### src/hdl/crssu_pkg.sv
// Shared types, constants and handshake payloads for the cell rate update block.
`timescale 1ns / 1ps

package crssu_pkg;

    localparam int CELL_W     = 16;
    localparam int AREA_W     = 63;
    localparam int FRAC_W     = 32;
    localparam int CFG_IDX_W  = 1;
    localparam int CFG_DATA_W = 64;

    // Signed Q32.32 value
    typedef logic signed [63:0] q_t;

    localparam q_t Q_MAX = 64'sh7FFF_FFFF_FFFF_FFFF;
    localparam q_t Q_MIN = 64'sh8000_0000_0000_0000;
    localparam q_t Q_ONE = 64'sh0000_0001_0000_0000;

    // Configuration register indexes
    typedef enum logic [CFG_IDX_W-1:0] {
        REG_RATE_FACTOR = 1'b0,
        REG_TIME_STEP   = 1'b1
    } cfg_reg_t;

    // Input item
    typedef struct packed {
        logic [CELL_W-1:0] cell_number;
        q_t                cell_rate;
        q_t                stage_in;
        q_t                bed_level;
        q_t                xmom_in;
        q_t                ymom_in;
        logic [AREA_W-1:0] owned_area;
        logic              final_cell;
    } crssu_in_t;

    // Result item
    typedef struct packed {
        logic [CELL_W-1:0] cell_out;
        q_t                stage_out;
        q_t                xmom_out;
        q_t                ymom_out;
        q_t                influx_total;
        logic              run_done;
        logic              overflow_flag;
    } crssu_out_t;

    // Response of the shared multiplier
    typedef struct packed {
        logic done;
        logic sat;
        q_t   value;
    } crssu_mul_rsp_t;

    // Response of the fraction divider
    typedef struct packed {
        logic              done;
        logic [FRAC_W-1:0] quotient;
    } crssu_div_rsp_t;

    // Item sequencer states
    typedef enum logic [4:0] {
        ST_IDLE,
        ST_MUL_TS,
        ST_WAIT_TS,
        ST_MUL_STEP,
        ST_WAIT_STEP,
        ST_DEPTH,
        ST_NEGATE,
        ST_CLAMP,
        ST_DIV,
        ST_WAIT_DIV,
        ST_MUL_X,
        ST_WAIT_X,
        ST_MUL_Y,
        ST_WAIT_Y,
        ST_MUL_AREA,
        ST_WAIT_AREA,
        ST_ACCUM
    } crssu_state_t;

endpackage

### src/hdl/crssu_qdiv.sv
// Restoring fraction divider: num / den with num < den, one quotient bit a cycle.
`timescale 1ns / 1ps

module crssu_qdiv import crssu_pkg::*;
(
    input  logic           clk,
    input  logic           rst_n,
    input  logic           start,
    input  logic [63:0]    num,
    input  logic [63:0]    den,
    output crssu_div_rsp_t rsp
);

    localparam int         CNT_W     = $clog2(FRAC_W + 1);
    localparam logic [CNT_W-1:0] LAST_STEP = CNT_W'(FRAC_W);

    logic              busy_reg, busy_next;
    logic [CNT_W-1:0]  cnt_reg, cnt_next;
    logic [63:0]       rem_reg;
    logic [63:0]       den_reg;
    logic [FRAC_W-1:0] q_reg;

    logic [64:0]       shifted;
    logic [64:0]       diff;
    logic              fits;

    // Control
    always_comb
    begin
        busy_next = busy_reg;
        cnt_next  = cnt_reg;
        if (start)
        begin
            busy_next = 1'b1;
            cnt_next  = '0;
        end
        else if (busy_reg)
        begin
            if (cnt_reg == LAST_STEP)
            begin
                busy_next = 1'b0;
            end
            else
            begin
                cnt_next = cnt_reg + CNT_W'(1);
            end
        end
    end

    always_ff @(posedge clk or negedge rst_n)
    begin
        if (!rst_n)
        begin
            busy_reg <= 1'b0;
            cnt_reg  <= '0;
        end
        else
        begin
            busy_reg <= busy_next;
            cnt_reg  <= cnt_next;
        end
    end

    // Shift, trial subtract, keep the bit
    assign shifted = {rem_reg, 1'b0};
    assign diff    = shifted - {1'b0, den_reg};
    assign fits    = shifted >= {1'b0, den_reg};

    always_ff @(posedge clk)
    begin
        if (start)
        begin
            rem_reg <= num;
            den_reg <= den;
            q_reg   <= '0;
        end
        else if (busy_reg && cnt_reg != LAST_STEP)
        begin
            rem_reg <= fits ? diff[63:0] : shifted[63:0];
            q_reg   <= {q_reg[FRAC_W-2:0], fits};
        end
    end

    assign rsp.done     = busy_reg && (cnt_reg == LAST_STEP);
    assign rsp.quotient = q_reg;

endmodule

### config.mk
export PLATFORM = sky130hd
export DESIGN_NAME = crssu_qdiv
export DESIGN_NICKNAME = d
export VERILOG_FILES = /design/src/hdl/crssu_pkg.sv /design/src/hdl/crssu_qdiv.sv
export SDC_FILE = /design/constraint.sdc
export NUM_CORES = 1
export LEC_CHECK = 0
export ABC_CLOCK_PERIOD_IN_PS = 7200
export BUFFER_PORTS_ARGS = -buffer_cell sky130_fd_sc_hd__buf_2
export CORE_MARGIN = 1
export CORE_UTILIZATION = 60
export DETAILED_ROUTE_END_ITERATION = 8
export GPL_TIMING_DRIVEN = 0
export MAX_ROUTING_LAYER = met4
export PLACE_DENSITY = 0.83
export RECOVER_POWER = 100
export SETUP_SLACK_MARGIN = 0.3
export SLEW_MARGIN = 15
export SYNTH_ARGS = -nofsm -noshare
export SYNTH_HDL_FRONTEND = slang
export SYNTH_SLANG_ARGS = --single-unit
export TNS_END_PERCENT = 20
### constraint.sdc
create_clock -name clk -period 7.2 [get_ports clk]
set_clock_uncertainty 0.1 [all_clocks]
set_input_delay 2.16 -clock clk [delete_from_list [all_inputs] [get_ports clk]]
set_output_delay 2.16 -clock clk [all_outputs]
set_load 0.02 [all_outputs]
* Word-level counts from Yosys, hierarchy flattened
Cells that the tools add are included.
Operators by class: $add $sub $neg 2, order comparisons 1, eq/ne operators 3, mux-type cells 9, reduce and logical (&&, ||, !) cells 5
Operators by type and width (count):
- 64-bit 2-to-1 mux | 3
- 65-bit by 64-bit greater-or-equal comparator with 1-bit output | 1
- 64-bit subtractor | 1
- 6-bit 2-to-1 mux | 3
- 6-bit by 1-bit adder with 6-bit output (second input constant) | 1
- 6-bit == test (second input constant) | 1
- 6-bit inequality test (second input constant) | 1
- 2-bit nonzero test | 2
- 1-bit 2-to-1 mux | 3
- 1-bit logical AND | 2
- 2-bit inequality test (second input constant) | 1
- 2-bit AND reduction | 1
Word-level totals: flip-flop bits (word level) 167, input bits 131, word-level logic and storage cells 25

* Depth between registers and ports, before layout
depth after elaboration 4, depth in mapped cells 15

* Least setup slack after synthesis
No wires, ideal clock.
path kind in2reg, start point input port start, end point register rem_reg[0] (enable), library setup time 0.692 ns, arrival time 3.922 ns, data required time 6.408 ns, slack 2.486 ns, stages on the path 4, cell sequence inv_1 -> clkbuf_1 -> clkbuf_1 -> nand2_1
Between the ends: word-level cells in the longest chain between the ends 1
RTL lines:
- start, declared | line crssu_qdiv.sv:8 | input logic start,
- 2-bit nonzero test (no line)
- end signal, assigned | line crssu_qdiv.sv:73 | rem_reg <= num;
- end signal, assigned | line crssu_qdiv.sv:79 | rem_reg <= fits ? diff[63:0] : shifted[63:0];
- end, declared | line crssu_qdiv.sv:19 | logic [63:0] rem_reg;
Every way passes these cells. A chain may end at the register's enable or synchronous reset.

* Worst setup path in the final report
start point input port start, end point register rem_reg[33] (enable)
Same word-level chain as after synthesis.

==> results.toml <==
[status]
status = "finished, violations left"
failed_checks = "max-capacitance violations, max-slew violations"

[synth]
synth_edf_count = 128
ys_top_cells_by_area = "edfxtp_1 (35%), ha_1 (7.4%), nand2_1 (6.7%), dfxtp_1 (5.8%), a21oi_1 (5.4%)"
avgSynthCellArea_sq_um = 8.79
async_flop_share_pct = 4.19
synth_cells = 1262
yosys_most_used_dff = "edfxtp_1"
seq_area_frac_synth_pct = 42.0
synth.most_common_cell = "nand2_1"
yosys-top-cells-count = "nand2_1 (199), edfxtp_1 (128), a21oi_1 (119)"
synth.yosys.warnings = 0
synth_top_area_share_pct = 34.7
syn_nets = 1460
synthDistinctLibCells = 79
netlist_area_sq_mm = 0.0111
yosysTopAreaCell = "edfxtp_1"
synth-seq-cells = 167

[placement]
portBuffers = 163
dp_hpwl_mm = 25.3
place_congestion = 0.979

[setup_path]
r2r-end = "rem_reg[56]"
path_max_fanout = 34
regToRegStartpoint = "rem_reg[33]"
r2r_cells = 11
endpoint_kind = "flop"
crit_arrival_ns = 5.61
reg2reg_slack_ns = 2.33
setup.worst_path.class = "input port to flop"
worstPathRequired_ns = 7.22
worstSetupStartpointType = "input port"

[hold_path]
min_path_cells = 2
min-delay-path-class = "flop to flop"
hold_path_end = "q_reg[3]"
min_from = "q_reg[2]"

[route]
wl_mm = 33.6
first_pass_iters = 6
num_vias = 10537
avgViaCountPerCell = 6.24
wl_per_cell_um = 19.9
ant_nets = 0
drc = 0
first_iter_violations = 1076

[die]
die_w_um = 138
die_height_um = 138
dieArea_sq_mm = 0.0190
io_pins = 164
initial_core_util_pct = 61.5
design.core.area_sq_mm = 0.0180
row_count = 49

[timing]
setup_violations = 0
whs_ns = 0.364
hold_viol = 0
tns_ns = 0
tightest_slew_ns = 1.90
slew_headroom_pct = -26.8
fmax_ghz = 0.179
finalCritPeriodShare_pct = 77.7
rsz0062_at_grt = "false"
slew_violations = 33
period_needed_ns = 5.59

[clocking]
cts_buffer_depth = 2
cts-buffers-inserted = 17
postCtsHoldBufs = 0
cts_resized = 0
cts_setup_buffers = 0
clkLatencyLatePin_ns = 0.44
cts.sinks = 167
cts.clk_slew.worst_paths_ns = 0.08
htree_levels = 4
clockRootBuffer = "clkbuf_16"
cts_tree = "yes"

[finish]
nFillCells = 1455
seq_area_sq_mm = 0.00466
drive_gt1_share_pct = 14.2
syn2layout_area_growth_pct = 15.3
antenna-diode-count = 0
multiInputGateArea_sq_mm = 0.00577
fin_util_pct = 71.0
fin_nets = 1644

[pwr]
vdd_ir_drop_max_uv = 431
p_total_mw = 5.49
power.leakage_nw = 5.40
powerDensity_mw_per_mm2 = 429

[grt]
grt_pass1_wl_mm = 51.6
overflow = 0
grt_max_degree = 38
grt_use_total_pct = 37.2
antenna_found_initial = 0
first_global_vias = 9951

[run]
drv_cap = 1
-- worst max path at each step --
stage | start | slack, ns | end
after floorplan | start | 2.49 | rem_reg[0]
after global placement | start | -0.08 | rem_reg[63]
after detailed placement | start | 2.09 | rem_reg[58]
after CTS | start | 2.54 | rem_reg[33]
after global routing | start | 1.47 | rem_reg[33]
final | start | 1.61 | rem_reg[33]
-- critical path, cell delays in order --
cell and delay, ns:
clkbuf_1 1.33, inv_1 0.26, clkbuf_1 0.48, clkbuf_1 0.47, nand2_4 0.56, buf_12 0.29
-- final cells by class --
type | count | area share [%]
inverters | 90 | 2.64
clock inverters | 14 | 1.42
multi-input cells | 938 | 45.1
repair buffers | 165 | 6.35
clock buffers | 18 | 3.36
plain buffers | 67 | 2.48
flip-flops and latches | 167 | 36.4
well taps | 229 | 2.24
-- report_power, final --
part           total, mW  switching, mW  internal, mW
clock              0.951          0.450         0.501
combinational       3.08           1.93          1.14
sequential          1.46          0.137          1.33
-- placed cells by master (no fill, tap or decap), types with 5 or more instances in the layout --
cell,n
nor2_1,101
nor4_1,6
mux2i_1,6
a31oi_1,43
nand2b_1,8
a21boi_0,5
xor2_1,14
o31ai_1,8
o21bai_1,16
a2bb2oi_1,10
a221o_1,5
buf_2,148
nand4_1,26
o21ai_0,39
a41oi_1,5
nor3_1,22
or3_1,13
a21o_1,30
ha_1,66
a21oi_1,119
xnor2_1,28
dfxtp_1,32
clkbuf_1,76
nand3_1,35
o21a_1,10
nor2b_1,9
inv_1,90
edfxtp_1,128
and3_1,9
clkbuf_16,17
dfrtp_1,7
and2_1,7
o211ai_1,6
o21ai_1,9
nand2_1,198
a211oi_1,13
-- cell families (layout without fill, tap and decap cells) --
kind of cell             after synthesis  after routing  synth area share [%]
multiplexers                           9              9                 0.846
AO/OA/AOI/OAI                        361            361                  21.4
XOR/XNOR                              42             42                  3.32
buffers and inverters                157            354                  5.91
AND/OR/NAND/NOR                      459            459                  18.9
flip-flops                           167            167                  42.0
adder cells (fa/ha/maj)               67             67                  7.63
-- layer usage --
layer	up-vias	share of wire (%)	global-route usage [%]	wire length [um]
li1	4948	-	-	-
met1	4957	43	48.0	14400
met2	536	45	57.9	15300
met3	96	8.3	6.47	2800
met4	0	3.4	15.2	1130
met5	-	0	-	0
-- through the flow --
step                      std cells  cell area [sq um]  setup slack (ns)
after floorplan                1262              11100              2.49
after global placement         1654              12200           -0.0769
after detailed placement       1656              12200              2.09
after CTS                      1688              12900              2.54
after global routing           1688              12800              1.47
final                          1688              12800              1.61
Power figures use the tool's default switching activity.
