===== config.mk =====
export PLATFORM = sky130hd
export DESIGN_NAME = crssu_qmul
export DESIGN_NICKNAME = d
export VERILOG_FILES = /design/src/hdl/crssu_pkg.sv /design/src/hdl/crssu_qmul.sv
export SDC_FILE = /design/constraint.sdc
export NUM_CORES = 2
export LEC_CHECK = 0
export BUFFER_PORTS_ARGS = -buffer_cell sky130_fd_sc_hd__buf_2
export CAP_MARGIN = 20
export CORE_ASPECT_RATIO = 1.4
export CORE_UTILIZATION = 66
export CTS_CLUSTER_DIAMETER = 50
export DETAILED_ROUTE_END_ITERATION = 7
export GPL_TIMING_DRIVEN = 1
export PLACE_DENSITY = 0.84
export SLEW_MARGIN = 20
export SYNTH_ARGS = -nofsm -noshare
export SYNTH_HDL_FRONTEND = slang
export SYNTH_SLANG_ARGS = --single-unit

===== constraint.sdc =====
create_clock -name clk -period 12.45 [get_ports clk]
set_input_delay 0.6225 -clock clk [delete_from_list [all_inputs] [get_ports clk]]
set_output_delay 0.6225 -clock clk [all_outputs]
set_load 0.1 [all_outputs]

===== src/hdl/crssu_pkg.sv =====
// Shared types, constants and handshake payloads for the cell rate update block.
`timescale 1ns / 1ps

package crssu_pkg;

    localparam int CELL_W     = 16;
    localparam int AREA_W     = 63;
    localparam int FRAC_W     = 32;
    localparam int CFG_IDX_W  = 1;
    localparam int CFG_DATA_W = 64;

    // Signed Q32.32 value
    typedef logic signed [63:0] q_t;

    localparam q_t Q_MAX = 64'sh7FFF_FFFF_FFFF_FFFF;
    localparam q_t Q_MIN = 64'sh8000_0000_0000_0000;
    localparam q_t Q_ONE = 64'sh0000_0001_0000_0000;

    // Configuration register indexes
    typedef enum logic [CFG_IDX_W-1:0] {
        REG_RATE_FACTOR = 1'b0,
        REG_TIME_STEP   = 1'b1
    } cfg_reg_t;

    // Input item
    typedef struct packed {
        logic [CELL_W-1:0] cell_number;
        q_t                cell_rate;
        q_t                stage_in;
        q_t                bed_level;
        q_t                xmom_in;
        q_t                ymom_in;
        logic [AREA_W-1:0] owned_area;
        logic              final_cell;
    } crssu_in_t;

    // Result item
    typedef struct packed {
        logic [CELL_W-1:0] cell_out;
        q_t                stage_out;
        q_t                xmom_out;
        q_t                ymom_out;
        q_t                influx_total;
        logic              run_done;
        logic              overflow_flag;
    } crssu_out_t;

    // Response of the shared multiplier
    typedef struct packed {
        logic done;
        logic sat;
        q_t   value;
    } crssu_mul_rsp_t;

    // Response of the fraction divider
    typedef struct packed {
        logic              done;
        logic [FRAC_W-1:0] quotient;
    } crssu_div_rsp_t;

    // Item sequencer states
    typedef enum logic [4:0] {
        ST_IDLE,
        ST_MUL_TS,
        ST_WAIT_TS,
        ST_MUL_STEP,
        ST_WAIT_STEP,
        ST_DEPTH,
        ST_NEGATE,
        ST_CLAMP,
        ST_DIV,
        ST_WAIT_DIV,
        ST_MUL_X,
        ST_WAIT_X,
        ST_MUL_Y,
        ST_WAIT_Y,
        ST_MUL_AREA,
        ST_WAIT_AREA,
        ST_ACCUM
    } crssu_state_t;

endpackage


===== src/hdl/crssu_qmul.sv =====
// Iterative signed Q32.32 multiplier: one 32x32 partial product a cycle, rounded and saturated.
`timescale 1ns / 1ps

module crssu_qmul import crssu_pkg::*;
(
    input  logic           clk,
    input  logic           rst_n,
    input  logic           start,
    input  q_t             op_a,
    input  q_t             op_b,
    output crssu_mul_rsp_t rsp
);

    localparam logic [2:0]   LAST_PP    = 3'd3;
    localparam logic [2:0]   LAST_ADD   = 3'd4;
    localparam logic [2:0]   DONE_PHASE = 3'd5;
    // Half an LSB of the result, preloaded so the sum comes out rounded
    localparam logic [127:0] ROUND_INIT = 128'h8000_0000;
    localparam logic [63:0]  MAG_MIN    = 64'h8000_0000_0000_0000;

    logic         busy_reg, busy_next;
    logic [2:0]   phase_reg, phase_next;
    logic         neg_reg;
    logic [63:0]  x_reg;
    logic [63:0]  y_reg;
    logic [63:0]  pp_reg;
    logic [1:0]   pp_pos_reg;
    logic [127:0] acc_reg;

    logic [31:0]  x_sel;
    logic [31:0]  y_sel;
    logic [127:0] pp_shifted;
    logic         hi_over;
    logic [63:0]  mag;

    // Control
    always_comb
    begin
        busy_next  = busy_reg;
        phase_next = phase_reg;
        if (start)
        begin
            busy_next  = 1'b1;
            phase_next = '0;
        end
        else if (busy_reg)
        begin
            phase_next = phase_reg + 3'd1;
            if (phase_reg == DONE_PHASE)
            begin
                busy_next = 1'b0;
            end
        end
    end

    always_ff @(posedge clk or negedge rst_n)
    begin
        if (!rst_n)
        begin
            busy_reg  <= 1'b0;
            phase_reg <= '0;
        end
        else
        begin
            busy_reg  <= busy_next;
            phase_reg <= phase_next;
        end
    end

    // Pick the operand halves for this partial product
    assign x_sel = phase_reg[1] ? x_reg[63:32] : x_reg[31:0];
    assign y_sel = phase_reg[0] ? y_reg[63:32] : y_reg[31:0];

    // Align the registered partial product
    always_comb
    begin
        unique case (pp_pos_reg)
            2'd0:    pp_shifted = {64'b0, pp_reg};
            2'd1:    pp_shifted = {32'b0, pp_reg, 32'b0};
            2'd2:    pp_shifted = {pp_reg, 64'b0};
            default: pp_shifted = '0;
        endcase
    end

    // Operands, partial products and accumulator
    always_ff @(posedge clk)
    begin
        if (start)
        begin
            neg_reg <= op_a[63] ^ op_b[63];
            x_reg   <= op_a[63] ? (~op_a + 64'd1) : op_a;
            y_reg   <= op_b[63] ? (~op_b + 64'd1) : op_b;
            acc_reg <= ROUND_INIT;
        end
        else if (busy_reg)
        begin
            if (phase_reg <= LAST_PP)
            begin
                pp_reg     <= x_sel * y_sel;
                pp_pos_reg <= 2'(phase_reg[1] + phase_reg[0]);
            end
            if (phase_reg >= 3'd1 && phase_reg <= LAST_ADD)
            begin
                acc_reg <= acc_reg + pp_shifted;
            end
        end
    end

    // Saturate the rounded magnitude and apply the sign
    assign hi_over = |acc_reg[127:96];
    assign mag     = acc_reg[95:32];

    always_comb
    begin
        rsp.done  = busy_reg && (phase_reg == DONE_PHASE);
        rsp.sat   = 1'b0;
        rsp.value = q_t'(mag);
        if (neg_reg)
        begin
            if (hi_over || mag > MAG_MIN)
            begin
                rsp.sat   = 1'b1;
                rsp.value = Q_MIN;
            end
            else
            begin
                rsp.value = q_t'(~mag + 64'd1);
            end
        end
        else if (hi_over || mag[63])
        begin
            rsp.sat   = 1'b1;
            rsp.value = Q_MAX;
        end
    end

endmodule


### Word level (Yosys, flattened, before mapping)

Cells that the tools add are included.

| storage, ports and cells | value |
|---|---|
| word-level logic and storage cells | 52 |
| register bits after elaboration | 327 |
| output and inout port bits | 66 |
| input bits | 131 |

| operators by class | value |
|---|---|
| $mul | 1 |
| bitwise gates (word level) | 5 |
| reductions and logical operators | 9 |
| equality and inequality tests | 3 |
| order comparisons | 4 |
| $add $sub $neg | 6 |
| mux-type cells | 14 |

Operator list:

| operator | count |
|---|---|
| $pmux W128 S3 | 1 |
| $add A64 B1 Y64 const B | 3 |
| $not A64 Y64 | 3 |
| $mux W65 | 2 |
| $add A128 B128 Y128 | 1 |
| $mux W63 | 2 |
| $gt A64 B64 Y1 const B | 1 |
| $mul A32 B32 Y64 | 1 |
| $mux W32 | 2 |
| $mux W64 | 1 |
| $reduce_or A32 Y1 | 1 |
| $mux W3 | 2 |
| $mux W1 | 4 |
| $add A3 B1 Y3 const B | 1 |
| $eq A3 B3 Y1 const B | 1 |
| $ge A3 B1 Y1 const B | 1 |
| $le A3 B2 Y1 const B | 1 |
| $le A3 B3 Y1 const B | 1 |
| $reduce_and A3 Y1 | 1 |
| $add A1 B1 Y2 | 1 |
| $eq A2 B1 Y1 const B | 1 |
| $eq A2 B2 Y1 const B | 1 |
| $logic_and A1 B1 Y1 | 2 |
| $logic_not A2 Y1 | 1 |
| 5 further kinds | 6 |

### Depth between registers and ports, before layout

| depth | value |
|---|---|
| depth after elaboration | 4 |
| depth in mapped cells | 35 |

### Worst setup path before layout

No wires, ideal clock.

| path | value |
|---|---|
| path kind | reg-to-reg |
| start | register phase_reg[0] |
| end | register pp_reg[58], data pin |
| slack | 3,596 ps |
| arrival | 8,588 ps |
| buffers on the path | 4 |
| setup time | 265 ps |
| stages on the path, launching flop included | 31 |
| required time | 12,185 ps |
| cells stage by stage | dfrtp_1 > clkbuf_1 > clkbuf_1 > buf_1 > mux2i_1 > clkbuf_1 > nor2_1 > fa_1 > inv_1 > fa_1 > fa_1 > fa_1 > inv_1 > fa_1 > fa_1 > fa_1 > inv_1 > fa_1 > inv_1 > ha_1 > a21o_1 > a21o_1 > a221oi_1 > o21ai_0 > a32o_1 > a211oi_1 > nor2_1 > a41o_1 > a41o_1 > a21oi_1 > xnor2_1 |

| on the way | value |
|---|---|
| cells in the longest elaborated chain, start to end | 2 |

Ends and longest elaborated chain:

| what | RTL line | RTL |
|---|---|---|
| from (decl) | crssu_qmul.sv:22 | `logic [2:0] phase_reg, phase_next;` |
| from (signal assigned) | crssu_qmul.sv:66 | `phase_reg <= phase_next;` |
| $mux W32 | crssu_qmul.sv:72 | `assign y_sel = phase_reg[0] ? y_reg[63:32] : y_reg[31:0];` |
| $mul A32 B32 Y64 | crssu_qmul.sv:99 | `pp_reg <= x_sel * y_sel;` |
| to (signal assigned) | crssu_qmul.sv:99 |  |
| to (decl) | crssu_qmul.sv:26 | `logic [63:0] pp_reg;` |

No other way between the ends.
A chain may end at the register's enable or synchronous reset.

### Worst setup path after layout

Ends and elaborated chain as after synthesis.

==> run summary <==
Total wire length - 210,000 µm
CP endpoint kind - flop
Buffers on Ports - 196
Combinational family with the most area after synthesis - adder cells
Outcome - finished, final reports clean
CP bufs+invs - 4
Sequential area share after synthesis - 0.147
Clock root buffer - clkbuf_16
Area contributors post-synth - fa_1, edfxtp_1, ha_1
Cell repeated most along the worst path - fa_1
All-Layer GR Usage - 0.478
DR iter-0 viols - 6,283
Async set-reset flop share out of synthesis - 0.0122
Max Slew Vio Count - 0
Top delay family on crit path - adder cells
Leading area contributor after synthesis - fa_1
Post-Synth Adder-Cell Area - 0.395
Period utilisation layout - 0.806
Drt via density - 6.60
Vias - 52.7k
CTS max path bufs - 3
Die area - 89,100 µm²
Mux share of post-synthesis cell area - 0.0291
CP max stage delay - 0.83 ns
Initial antenna violation count - 18
Die Y - 353 µm
Tmin final - 10.03 ns
Unrepaired setup endpoints after global routing - false
Synthesized area - 58,000 µm²
TritonCTS clock tree - yes
Synthesized instance count - 6,830
Starting Density - 0.667
Rows - 128
#FFs+latches synth - 327
CP Class - flop to flop
Warnings, synthesis - 0
Most common cell after layout, fill and taps aside - inv_1
IO Pins - 197
Final worst slack - 2.42 ns
Final ANT Viol Nets - 0
Wire per inst - 26.2 µm
Largest net degree at the start of global routing - 79
Commonest cells after routing, fill and taps aside - inv_1, fa_1, nand2_1, nor2_1, a21oi_1
First-pass GRT wire length - 315,000 µm
DRC - 0
Compound-cell area share of the yosys netlist - 0.129
CTS Sinks - 327
Critical Path RT - 12.78 ns
Final setup violation count - 0
Skew-Pair Late Insertion Delay - 0.63 ns
Slew HR - 0.0999
R2r setup slk - 2.42 ns
Fin Hold WS - 0.229 ns
Setup TNS - 0 ns
Post-DP HPWL - 158,000 µm
Vias in the first global route - 54.1k
Area Growth Syn to Fin - 5.86%
Worst-path clk slew - 0.06 ns
Fin. Hold Viols - 0
CTS H-tree depth - 2
Grt ovf - 0
Post-CTS Resized - 0
GPL Wtd Cong - 1.17
Slowest cell on crit path - buf_4
Worst hold path type - input port to flop
Slew @ Worst Pin - 1.31 ns
Num CTS Buffers - 41
Core area - 87,000 µm²
Synth Area in Simple Gates - 0.167
Unique cell type count in the Yosys netlist - 85
Maxcap violations - 0
CP arrival - 10.36 ns
Average size of a mapped cell - 8.49 µm²
Post-synthesis xor/xnor area fraction - 0.0465
Syn nets - 8,255
TritonRoute pass-1 iters - 7
Crit path launch type - flop
Primary FF master, synth - edfxtp_1
Proportion of layout cells with a drive suffix above 1 - 0.0757
Max reg flops - 128
Die Width - 253 µm
Clk_skew - 0.0368 ns
FMAX - 99.7 MHz
Layout Nets - 8,212
EDFF count, synth - 195
Max FO, Critical Path - 66
Synth top area share - 0.310
Placement Setup Slack - 2.82 ns
==> routing by layer <==
metal,up-vias,global-route usage,share of wire
li1,22200,-,-
met1,24900,0.483,0.30
met2,3975,0.733,0.44
met3,1684,0.180,0.13
met4,24,0.495,0.14
met5,-,0.0113,0.0012
==> cell usage after synthesis, drive strengths merged (61+ instances only) <==
master    n
a21oi   411
nor2    815
mux2     62
nand4    99
o21bai   61
nor3     75
o21ai   262
nand2   866
xnor2   227
a21o    118
inv     959
mux2i    99
dfxtp   128
fa      897
ha      397
edfxtp  195
xor2     81
and2     79
clkbuf  357
==> worst register-to-register path: stages (launching register included) <==
cell	delay, ns
dfrtp_4	0.41
buf_4	0.83
mux2_2	0.60
nand2_1	0.16
fa_1	0.79
fa_1	0.68
fa_1	0.63
fa_1	0.58
inv_1	0.08
fa_1	0.50
inv_1	0.06
fa_1	0.56
fa_1	0.43
fa_1	0.49
inv_1	0.05
ha_1	0.36
a21oi_1	0.39
o21ai_0	0.18
a221oi_1	0.25
o21ai_0	0.20
a32o_1	0.26
a211oi_1	0.32
nor2_1	0.16
a41o_1	0.30
a41o_1	0.25
a21oi_1	0.17
xnor2_1	0.08
==> kinds of logic (layout without fill, tap and decap cells) <==
family / Yosys count / after routing
multiplexers: 161 / 161
buffers and inverters: 1336 / 1324
AO/OA/AOI/OAI: 1188 / 1188
XOR/XNOR: 308 / 308
other: 0 / 8
AND/OR/NAND/NOR: 2216 / 2216
flip-flops: 327 / 327
adder cells (fa/ha/maj): 1294 / 1294
==> final timing paths <==
path / start / end / cells after the start
max: phase_reg[0] / pp_reg[58] / 26
min: op_a[0] / x_reg[0] / 1
max reg2reg: phase_reg[0] / pp_reg[58] / 26
min reg2reg: acc_reg[17] / acc_reg[17] / 2
max in group asynchronous: rst_n / phase_reg[0] / 2
min in group asynchronous: rst_n / phase_reg[2] / 2
==> stage by stage <==
step	utilization	cell area, µm²	instances
6_report	0.706	61400	7996
5_1_grt	0.706	61400	7992
3_5_place_dp	0.690	60000	7913
3_3_place_gp	0.690	60000	7913
4_1_cts	0.706	61400	7988
2_1_floorplan	-	58000	6830
==> area by class of cell <==
type | instances | area (µm²)
antenna | 8 | 20.0
clock buffer | 49 | 1090
clock inverter | 25 | 243
fill | 6704 | 25600
inverter | 959 | 3600
multi-input combinational | 5167 | 44700
sequential | 327 | 8530
tap | 1170 | 1460
timing repair buffer | 291 | 1710
==> timing repair <==
action	4_1_cts	5_1_grt
endpoints found under the hold margin	4	0
buffers inserted	0	0
hold buffers	1	0
Power is left out: the tool's default activity adds up to more than one toggle a clock period on the data nets, which glitch-free logic cannot reach.
